==> src/sv/pur_pkg.sv <==
package pur_pkg;

   localparam int MAX_SAMPLES = 64;
   localparam int FRAC_BITS = 16;
   localparam int DATA_W = 32;
   localparam int POS_W = DATA_W + 1;
   localparam int T_W = FRAC_BITS + 1;
   localparam int NUM_W = DATA_W + FRAC_BITS;
   localparam int PROD_W = DATA_W + 1 + T_W + 1;
   localparam int CNT_W = (MAX_SAMPLES > 1) ? $clog2(MAX_SAMPLES) : 1;
   localparam int TR_W = POS_W + CNT_W + 1;
   localparam int LANES = 3;
   localparam int CSR_ADDR_W = 3;
   localparam logic [DATA_W-1:0] STEP_RESET = DATA_W'(64'd1 << FRAC_BITS);

   typedef enum logic [2:0] {
      ST_IDLE,
      ST_PREP,
      ST_DIV,
      ST_MUL,
      ST_ADD
   } state_type;

endpackage

==> src/sv/pur_div.sv <==
module pur_div (
   input  logic                        clock,
   input  logic                        reset,
   input  logic                        start,
   input  logic [pur_pkg::NUM_W-1:0]   dividend,
   input  logic [pur_pkg::DATA_W-1:0]  divisor,
   output logic [pur_pkg::NUM_W-1:0]   quotient,
   output logic [pur_pkg::DATA_W-1:0]  remainder,
   output logic                        busy
);

   localparam int CW = $clog2(pur_pkg::NUM_W + 1);

   logic                        busy_ff, busy_in;
   logic [CW-1:0]               cnt_ff, cnt_in;
   logic [pur_pkg::NUM_W-1:0]   quo_ff, quo_in;
   logic [pur_pkg::DATA_W-1:0]  rem_ff, rem_in;
   logic [pur_pkg::DATA_W-1:0]  dvs_ff, dvs_in;
   logic [pur_pkg::DATA_W:0]    trial;
   logic                        fits;

   always_comb begin
      trial = {rem_ff, quo_ff[pur_pkg::NUM_W-1]};
      fits = trial >= {1'b0, dvs_ff};
      busy_in = busy_ff;
      cnt_in = cnt_ff;
      quo_in = quo_ff;
      rem_in = rem_ff;
      dvs_in = dvs_ff;
      if (start) begin
         busy_in = 1'b1;
         cnt_in = CW'(pur_pkg::NUM_W);
         quo_in = dividend;
         rem_in = '0;
         dvs_in = divisor;
      end else if (busy_ff) begin
         quo_in = {quo_ff[pur_pkg::NUM_W-2:0], fits};
         rem_in = fits ? pur_pkg::DATA_W'(trial - {1'b0, dvs_ff})
                       : trial[pur_pkg::DATA_W-1:0];
         cnt_in = cnt_ff - CW'(1);
         if (cnt_ff == CW'(1)) begin
            busy_in = 1'b0;
         end
      end
   end

   always_ff @(posedge clock) begin
      if (reset) begin
         busy_ff <= 1'b0;
         cnt_ff <= '0;
      end else begin
         busy_ff <= busy_in;
         cnt_ff <= cnt_in;
      end
      quo_ff <= quo_in;
      rem_ff <= rem_in;
      dvs_ff <= dvs_in;
   end

   assign quotient = quo_ff;
   assign remainder = rem_ff;
   assign busy = busy_ff;

endmodule

==> config.mk <==
export PLATFORM = sky130hd
export DESIGN_NAME = pur_div
export DESIGN_NICKNAME = d
export VERILOG_FILES = /design/src/sv/pur_pkg.sv /design/src/sv/pur_div.sv
export SDC_FILE = /design/constraint.sdc
export NUM_CORES = 1
export LEC_CHECK = 0
export BUFFER_PORTS_ARGS = -buffer_cell sky130_fd_sc_hd__buf_4
export CORE_MARGIN = 2
export CORE_UTILIZATION = 54
export CTS_CLUSTER_DIAMETER = 40
export CTS_CLUSTER_SIZE = 10
export DETAILED_ROUTE_END_ITERATION = 10
export PLACE_DENSITY_LB_ADDON = 0.3
export SYNTH_ARGS = -nofsm -noshare
export SYNTH_HDL_FRONTEND = slang
export SYNTH_SLANG_ARGS = --single-unit
==> constraint.sdc <==
create_clock -name clock -period 3.09 [get_ports clock]
set_input_delay 0.618 -clock clock [delete_from_list [all_inputs] [get_ports clock]]
set_output_delay 0.618 -clock clock [all_outputs]
set_load 0.03 [all_outputs]
==> impl_metrics.ini <==
[setup_path]
cpPeakStageDelay_ns = 0.44
crit_chain = inv_1 -> ha_1 -> fa_1 -> nand2b_1 -> a21oi_1 -> o21a_1 -> o2111ai_1 -> a31oi_1 -> a21oi_1 -> xor2_1 -> o21ai_0
path_buf_inv = 1
critPathLaunch = quotient[47]
crit_arrival_ns = 3.26
crit_family = compound AO/OA/AOI/OAI gates
critPathMaxFanout = 3
critPathMostFrequentCell = a21oi_1
crit_path_end_kind = register
rr_startpoint = quotient[47]
crit_type = register to register
cp_slowest_cell = a31oi_1
crit_path_start_kind = register
cp.required_ns = 3.38

[placed_design]
globalplace.congestion = 0.983
dp.final_hpwl_um = 12900
io_buffers = 163
placed_cell_area_um2 = 8200

[sta]
timing.final.crit_share_pct = 96.0
hold_viol = 0
clock.fmax_mhz = 337
fin_tns_setup_ns = 0
relSlewSlack_pct = 58.5
final.setup_skew_ns = 0.00842
whs_ns = 0.379
setup-violations-final = 0
period_needed_ns = 2.97
worst_slew_pin_slew_ns = 0.620
drv_slew = 0

[drt]
vias = 5863
routed_wl_um = 18100
wl_per_cell_um = 17.9
post_drt_via_cell_ratio = 5.80
post-route-drc-count = 0
firstDrtPassIters = 5
dr.first_iter.drc_count = 602
ant_nets = 0

[clock_tree]
path_clk_slew_ns = 0.06
cts_tree = built
root_buffer = clkbuf_16
max-clock-path-buffers = 2
cts_setup_buffers = 0
htree_levels = 4
cts_hold_buf = 0
cts_sinks = 119
numCtsBuffers = 17
clock_latency_ns = 0.41

[grt]
track_usage_pct = 28.0
first_global_vias = 5873
grt_first_pass_wirelength_um = 28900
grt_max_degree = 57
gr-total-overflow = 0
grt_antenna_before_repair = 0

[final_layout]
areaGrowthSynthToFinish_pct = 31.4
nFillCells = 851
mostFrequentLayoutCells = buf_4 (184), edfxtp_1 (80), nand2_1 (78)
num_antenna_cells = 0
nets = 948
drive_gt1_share_pct = 32.4
final_cell_area_um2 = 8800
final_common_cell = buf_4

[die]
core_um2 = 12100
pin_count = 164
rows = 40
die_area_um2 = 13300
floorplan.initialDensity_pct = 55.5
die_w_um = 115
die_y_um = 115

[synth]
yosysWarnings = 0
seq_area_frac_synth_pct = 47.6
synthDistinctLibCells = 61
synth_area_per_cell_um2 = 10.3
synth_edf_count = 80
synthArstFlopShare_pct = 0
syn_nets = 771
ys.flop_type = edfxtp_1
netlist_instances = 653
synth_seq_cells = 119
syn-cell-area_um2 = 6690

[run]
drv_cap = 0

[power_and_ir_drop]
seqPwrFrac_pct = 38.5
p_leak_nw = 3.79
ir_worst_vdd_uv = 391
pwr-share-clk_pct = 38.9
power.switching_mw = 1.46
p_total_mw = 5.06
p_int_mw = 3.60
pwr-share-comb_pct = 22.6
p_per_area_nw_per_um2 = 575
netSwitchingFraction_pct = 28.9

[outcome]
status = finished clean

[min_path]
hp-class = primary input to register
hold_path_startpoint = divisor[28]
[synth_stat cells, types with 8 or more instances]
cell type,number,share of area (%)
o211ai_1,11,1.2
nor2_1,49,2.7
o21ai_0,18,1.3
edfxtp_1,80,36
clkbuf_1,20,1.1
xnor2_1,18,2.4
a21o_1,14,1.6
nand2_1,78,4.4
dfxtp_1,39,12
nor3_1,12,0.90
a31oi_1,8,0.75
nand3_1,12,0.90
mux2_2,48,8.1
xor2_1,11,1.4
a311oi_1,20,2.6
ha_1,34,6.4
a21oi_1,48,3.6
inv_1,44,2.5
[metal layers]
layer	up-vias	part of all wire (%)	global-route usage [%]
met4	0	1.8	8.03
li1	2760	-	-
met3	32	7.9	8.65
met2	276	50	48.0
met5	-	0	0
met1	2795	40	33.9
[final cells by class]
| type | count | area (um^2) | area share (%) |
|---|---|---|---|
| timing repair buffer | 185 | 1400 | 15.9 |
| sequential | 119 | 3180 | 36.2 |
| inverter | 44 | 165 | 1.88 |
| tap | 168 | 210 | 2.39 |
| clock inverter | 12 | 153 | 1.74 |
| clock buffer | 20 | 437 | 4.96 |
| multi-input combinational | 463 | 3250 | 36.9 |
[worst reg2reg max path: stages, from the launching register on]
cell and delay (ns):
edfxtp_1 0.35, inv_1 0.06, ha_1 0.23, fa_1 0.41
nand2b_1 0.18, a21oi_1 0.29, o21a_1 0.22, o2111ai_1 0.25
a31oi_1 0.44, a21oi_1 0.15, xor2_1 0.17, o21ai_0 0.09
[sequential cells by signal (all words and copies together), names as in the netlist]
name,cells
quotient,48
cnt_ff,6
dvs_ff,32
busy,1
remainder,32
[per-stage QoR]
step                      worst slack, ns  instances  util (%)
final                               0.123       1011      72.9
after global routing              -0.0358       1011      72.9
after CTS                          0.0728       1011      72.8
after detailed placement            0.129        979      68.0
after global placement              0.255        979      68.0
after floorplan                     0.244        653         -
[path summary, 6_finish.rpt]
path,end,slack [ns],cells after the start
worst min-delay path,dvs_ff[28],0.38,1
worst min register to register,remainder[18],0.52,2
worst max register to register,remainder[30],0.12,11
worst max-delay path,remainder[30],0.12,11
[cell families after synthesis]
family,count (synthesis),synth area share (%)
AOI/OAI and AO/OA,160,16.7
xor gates and xnor gates,29,3.79
adders and majority gates,35,6.65
buffers and inverters,71,4.19
DFF,119,47.6
muxes,51,8.52
and+or+nand+nor,188,12.6
[repair_timing]
item | in CTS | in global routing
endpoints found under the setup margin | 0 | 27
endpoints found under the hold margin | 0 | 0
resized for setup | 0 | 4
[power groups by stage]
stage	clock [mW]	combinational, mW	sequential (mW)
6_report	1.97	1.14	1.95
5_1_grt	2.06	1.23	1.96
4_1_cts	1.99	1.13	1.95
3_5_place_dp	0	1.12	1.97
3_3_place_gp	0	1.09	1.97
2_1_floorplan	0	0.547	2.14
(Power assumes the default switching activity.)
