--- src/sv/pur_pkg.sv ---
package pur_pkg;

   localparam int MAX_SAMPLES = 64;
   localparam int FRAC_BITS = 16;
   localparam int DATA_W = 32;
   localparam int POS_W = DATA_W + 1;
   localparam int T_W = FRAC_BITS + 1;
   localparam int NUM_W = DATA_W + FRAC_BITS;
   localparam int PROD_W = DATA_W + 1 + T_W + 1;
   localparam int CNT_W = (MAX_SAMPLES > 1) ? $clog2(MAX_SAMPLES) : 1;
   localparam int TR_W = POS_W + CNT_W + 1;
   localparam int LANES = 3;
   localparam int CSR_ADDR_W = 3;
   localparam logic [DATA_W-1:0] STEP_RESET = DATA_W'(64'd1 << FRAC_BITS);

   typedef enum logic [2:0] {
      ST_IDLE,
      ST_PREP,
      ST_DIV,
      ST_MUL,
      ST_ADD
   } state_type;

endpackage

--- src/sv/pur_lane.sv ---
module pur_lane (
   input  logic                               clock,
   input  logic                               load,
   input  logic signed [pur_pkg::DATA_W-1:0]  a,
   input  logic signed [pur_pkg::DATA_W-1:0]  b,
   input  logic        [pur_pkg::T_W-1:0]     t,
   output logic signed [pur_pkg::DATA_W-1:0]  y
);

   logic signed [pur_pkg::DATA_W:0]   diff;
   logic signed [pur_pkg::T_W:0]      t_s;
   logic signed [pur_pkg::PROD_W-1:0] prod_ff, prod_in;
   logic signed [pur_pkg::PROD_W-1:0] rounded;
   logic signed [pur_pkg::PROD_W-1:0] shifted;

   always_comb begin
      diff = (pur_pkg::DATA_W+1)'(b) - (pur_pkg::DATA_W+1)'(a);
      t_s = signed'({1'b0, t});
      prod_in = pur_pkg::PROD_W'(diff) * pur_pkg::PROD_W'(t_s);
      rounded = prod_ff + pur_pkg::PROD_W'(64'd1 << (pur_pkg::FRAC_BITS - 1));
      shifted = rounded >>> pur_pkg::FRAC_BITS;
      y = a + signed'(shifted[pur_pkg::DATA_W-1:0]);
   end

   always_ff @(posedge clock) begin
      if (load) begin
         prod_ff <= prod_in;
      end
   end

endmodule

--- config.mk ---
export PLATFORM = sky130hd
export DESIGN_NAME = pur_lane
export DESIGN_NICKNAME = d
export VERILOG_FILES = /design/src/sv/pur_pkg.sv /design/src/sv/pur_lane.sv
export SDC_FILE = /design/constraint.sdc
export NUM_CORES = 2
export LEC_CHECK = 0
export BUFFER_PORTS_ARGS = -buffer_cell sky130_fd_sc_hd__buf_2
export CAP_MARGIN = 5
export CORE_MARGIN = 2
export CORE_UTILIZATION = 55
export DETAILED_ROUTE_END_ITERATION = 8
export HOLD_SLACK_MARGIN = 0.1
export PLACE_DENSITY = 0.75
export SETUP_SLACK_MARGIN = 0.02
export SLEW_MARGIN = 20
export SYNTH_ARGS = -nofsm -noshare
export SYNTH_HDL_FRONTEND = slang
export SYNTH_SLANG_ARGS = --single-unit
--- constraint.sdc ---
create_clock -name clock -period 25.2 [get_ports clock]
set_input_delay 1.26 -clock clock [delete_from_list [all_inputs] [get_ports clock]]
set_output_delay 1.26 -clock clock [all_outputs]
set_load 0.005 [all_outputs]
==> report_table.html <==
<table>
<tr><th>Metric</th><th>Value</th></tr>
<tr><th colspan="2">Routing</th></tr>
<tr><td>Initial DRC count</td><td>1,247</td></tr>
<tr><td>Number of vias in the routed layout</td><td>18,034</td></tr>
<tr><td>DR WL/cell</td><td>18.8 um</td></tr>
<tr><td>Antenna-violating nets left</td><td>0</td></tr>
<tr><td>Detailed-routing iteration count for the pre-antenna-repair pass</td><td>5</td></tr>
<tr><td>Aggregate routed wire length</td><td>61.1 mm</td></tr>
<tr><td>Post-detailed-route DRC marker count</td><td>0</td></tr>
<tr><td>Average via count per standard cell</td><td>5.55</td></tr>
<tr><th colspan="2">GRT</th></tr>
<tr><td>Residual overflow from global routing</td><td>0</td></tr>
<tr><td>Pin count of the biggest net entering global routing</td><td>34</td></tr>
<tr><td>Overall Global Routing Usage</td><td>29.5%</td></tr>
<tr><td>Number of antenna violations at the first check in global routing</td><td>2</td></tr>
<tr><td>Global-route wire length before repair</td><td>101 mm</td></tr>
<tr><td>Vias in the first global route</td><td>19,772</td></tr>
<tr><th colspan="2">Critical path</th></tr>
<tr><td>Longest individual stage delay on the worst path</td><td>0.60 ns</td></tr>
<tr><td>Buffer and inverter count on the worst path</td><td>7</td></tr>
<tr><td>Endpoint kind of the worst setup timing path</td><td>flop</td></tr>
<tr><td>Origin of the worst setup path</td><td>b[0]</td></tr>
<tr><td>Data required time of the critical path</td><td>25.26 ns</td></tr>
<tr><td>Total stage count of the critical path</td><td>35</td></tr>
<tr><td>Startpoint class of the critical path</td><td>input port</td></tr>
<tr><td>Crit-path slowest cell</td><td>sky130_fd_sc_hd__fa_1</td></tr>
<tr><td>Data arrival, critical path</td><td>10.73 ns</td></tr>
<tr><td>Most numerous cell on the critical path</td><td>sky130_fd_sc_hd__fa_1</td></tr>
<tr><td>Critical path class</td><td>input port to flop</td></tr>
<tr><td>Biggest fanout along the worst timing path</td><td>17</td></tr>
<tr><td>Crit path max-delay family</td><td>adder cells</td></tr>
<tr><th colspan="2">Min path</th></tr>
<tr><td>Worst hold path class</td><td>input port to flop</td></tr>
<tr><td>Instance count along the most critical hold path</td><td>1</td></tr>
<tr><td>Worst hold start</td><td>load</td></tr>
<tr><th colspan="2">STA</th></tr>
<tr><td>Final hold violations</td><td>0</td></tr>
<tr><td>Maximum clock rate</td><td>0.0937 GHz</td></tr>
<tr><td>Worst slew slack as a fraction of its limit</td><td>23.9%</td></tr>
<tr><td>Setup TNS Final</td><td>0 ns</td></tr>
<tr><td>Setup repair after global routing missed its margin</td><td>no</td></tr>
<tr><td>Number of failing setup endpoints in the final timing report</td><td>0</td></tr>
<tr><td>Transition time at the pin with the least slew margin</td><td>1.14 ns</td></tr>
<tr><td>Time the final worst path needs with I/O delays and setup</td><td>10.67 ns</td></tr>
<tr><td>Final-report max-slew violation count</td><td>0</td></tr>
<tr><td>Final clock period utilization by the worst path</td><td>42.3%</td></tr>
<tr><th colspan="2">Placement</th></tr>
<tr><td>GPL Wtd Cong</td><td>0.924</td></tr>
<tr><td>HPWL Detailed</td><td>47.0 mm</td></tr>
<tr><td>Port bufs</td><td>114</td></tr>
<tr><th colspan="2">Synthesis</th></tr>
<tr><td>Most common library cells after synthesis</td><td>670 x sky130_fd_sc_hd__inv_1, 516 x sky130_fd_sc_hd__fa_1, 322 x sky130_fd_sc_hd__nand2_1, 264 x sky130_fd_sc_hd__and2_1, 174 x sky130_fd_sc_hd__ha_1</td></tr>
<tr><td>Most repeated cell in the gate-level netlist after synthesis</td><td>sky130_fd_sc_hd__inv_1</td></tr>
<tr><td>Post-Synthesis Cell Area</td><td>23,100 um2</td></tr>
<tr><td>Cell type with the highest aggregate area in the netlist</td><td>sky130_fd_sc_hd__fa_1</td></tr>
<tr><td>Flip-flop cell with the highest count after synthesis</td><td>sky130_fd_sc_hd__edfxtp_1</td></tr>
<tr><td>Number of distinct library cells after synthesis</td><td>68</td></tr>
<tr><td>Cell count after synthesis</td><td>2,653</td></tr>
<tr><td>Number of synthesized register bits</td><td>33</td></tr>
<tr><td>Synthesized area per cell</td><td>8.72 um2</td></tr>
<tr><td>Synth Net Count</td><td>3,426</td></tr>
<tr><td>Yosys warning count</td><td>0</td></tr>
<tr><td>Sequential-to-total area share from yosys stat</td><td>4.28%</td></tr>
<tr><td>Number of enable-type register cells in the synthesized netlist</td><td>33</td></tr>
<tr><td>Ys async rst share</td><td>0%</td></tr>
<tr><td>Area fraction of the dominant cell type after synthesis</td><td>44.6%</td></tr>
<tr><td>Most area-consuming cells after synthesis</td><td>sky130_fd_sc_hd__fa_1 45%, sky130_fd_sc_hd__inv_1 11%, sky130_fd_sc_hd__ha_1 9.4%, sky130_fd_sc_hd__and2_1 7.1%, sky130_fd_sc_hd__nand2_1 5.2%</td></tr>
<tr><th colspan="2">Finish</th></tr>
<tr><td>Largest register FFs</td><td>33</td></tr>
<tr><td>Largest registers ranked by flip-flop count</td><td>prod_ff x33</td></tr>
<tr><td>Register containing the most flip-flops in the final layout</td><td>prod_ff</td></tr>
<tr><td>Final Net Count</td><td>3,483</td></tr>
<tr><td>Area added between synthesis and finish</td><td>5.90%</td></tr>
<tr><td>Share of cells above drive strength 1</td><td>6.64%</td></tr>
<tr><th colspan="2">Clock network</th></tr>
<tr><td>Maximum clock insertion buffer count</td><td>2</td></tr>
<tr><td>TritonCTS buffer count</td><td>5</td></tr>
<tr><td>TritonCTS clock tree</td><td>yes</td></tr>
<tr><td>CTS root buffer</td><td>sky130_fd_sc_hd__clkbuf_16</td></tr>
<tr><td>Count of cells resized by post-cts repair</td><td>0</td></tr>
<tr><td>Clk sinks</td><td>33</td></tr>
<tr><td>Level count of the clock H-tree</td><td>2</td></tr>
<tr><td>Post CTS Setup Buffer Count</td><td>0</td></tr>
<tr><td>Number of hold-repair buffers added at the cts stage</td><td>0</td></tr>
<tr><td>Clock-pin slew of the registers on the worst-case setup and hold paths</td><td>0.06 ns</td></tr>
<tr><th colspan="2">Floorplanning</th></tr>
<tr><td>DIE AREA</td><td>43,700 um2</td></tr>
<tr><td>Count of standard-cell rows</td><td>75</td></tr>
<tr><td>Die H</td><td>209 um</td></tr>
<tr><td>Initial Utilization</td><td>55.4%</td></tr>
<tr><td>Area inside the core boundary</td><td>41,800 um2</td></tr>
<tr><td>IO Count</td><td>115</td></tr>
<tr><td>Horizontal die dimension</td><td>209 um</td></tr>
<tr><th colspan="2">Run</th></tr>
<tr><td>Max-Cap Viols</td><td>0</td></tr>
<tr><th colspan="2">Outcome</th></tr>
<tr><td>Run status</td><td>complete, no violations</td></tr>
</table>
==> layer usage <==
layer | up-vias | GRT usage, % | share of wire (%) | wire length [um]
met4 | 0 | 10.2 | 3.5 | 2110
met1 | 9110 | 38.0 | 40 | 24300
met3 | 158 | 4.12 | 7.7 | 4690
met2 | 780 | 51.1 | 49 | 29900
met5 | - | 0 | 0 | 0
li1 | 7986 | - | - | -
==> cell type report <==
| class | count | area (um2) |
|---|---|---|
| multi-input combinational | 1861 | 19400 |
| fill | 3551 | 17300 |
| inverter | 670 | 2510 |
| sequential | 33 | 991 |
| timing repair buffer | 139 | 758 |
| tap | 539 | 674 |
| clock buffer | 6 | 129 |
| clock inverter | 2 | 33.8 |
| antenna | 1 | 2.50 |
==> metrics by stage <==
stage	cell area (um2)	hold WS (ns)	utilization (%)	instances	worst slack (ns)
after floorplan	23100	1.37	-	2653	15.76
after global placement	24300	1.93	58.3	3242	14.44
after detailed placement	24300	1.95	58.3	3242	14.30
after CTS	24500	1.63	58.6	3250	14.60
after global routing	24500	1.66	58.7	3251	14.12
final	24500	1.64	58.7	3251	14.53
==> final timing paths <==
kind                       to
setup / recovery  prod_ff[47]
hold / removal    prod_ff[46]
==> kinds of logic after synthesis <==
group	share of synthesized area (%)
buf+inv	12.4
xor+xnor	4.60
flops	4.28
simple gates	17.5
fa+ha+maj	54.1
compound gates	7.10
==> layout by cell type, fill, tap and decap left out, types with 4 or more instances in the layout <==
cell,count
sky130_fd_sc_hd__inv_1,670
sky130_fd_sc_hd__fa_1,516
sky130_fd_sc_hd__nand2_1,322
sky130_fd_sc_hd__and2_1,264
sky130_fd_sc_hd__ha_1,174
sky130_fd_sc_hd__buf_2,114
sky130_fd_sc_hd__xnor2_1,85
sky130_fd_sc_hd__nor2_1,72
sky130_fd_sc_hd__a21oi_1,67
sky130_fd_sc_hd__o21ai_0,43
sky130_fd_sc_hd__a21o_1,40
sky130_fd_sc_hd__edfxtp_1,33
sky130_fd_sc_hd__nor2b_1,27
sky130_fd_sc_hd__nand3_1,25
sky130_fd_sc_hd__buf_4,25
sky130_fd_sc_hd__and3_1,21
sky130_fd_sc_hd__xor2_1,21
sky130_fd_sc_hd__nand4_1,19
sky130_fd_sc_hd__nand2b_1,13
sky130_fd_sc_hd__nor3_1,13
sky130_fd_sc_hd__o21bai_1,13
sky130_fd_sc_hd__o21a_1,12
sky130_fd_sc_hd__o211ai_1,7
sky130_fd_sc_hd__or3_1,7
sky130_fd_sc_hd__xnor2_2,6
sky130_fd_sc_hd__a211oi_1,6
sky130_fd_sc_hd__xor2_2,5
sky130_fd_sc_hd__o21ai_1,5
sky130_fd_sc_hd__a221oi_1,5
sky130_fd_sc_hd__a31oi_1,5
sky130_fd_sc_hd__clkbuf_16,5
sky130_fd_sc_hd__or2_2,4
Power is not shown: default switching activity piles up to over one toggle a cycle in this logic, so the estimate is an artifact.
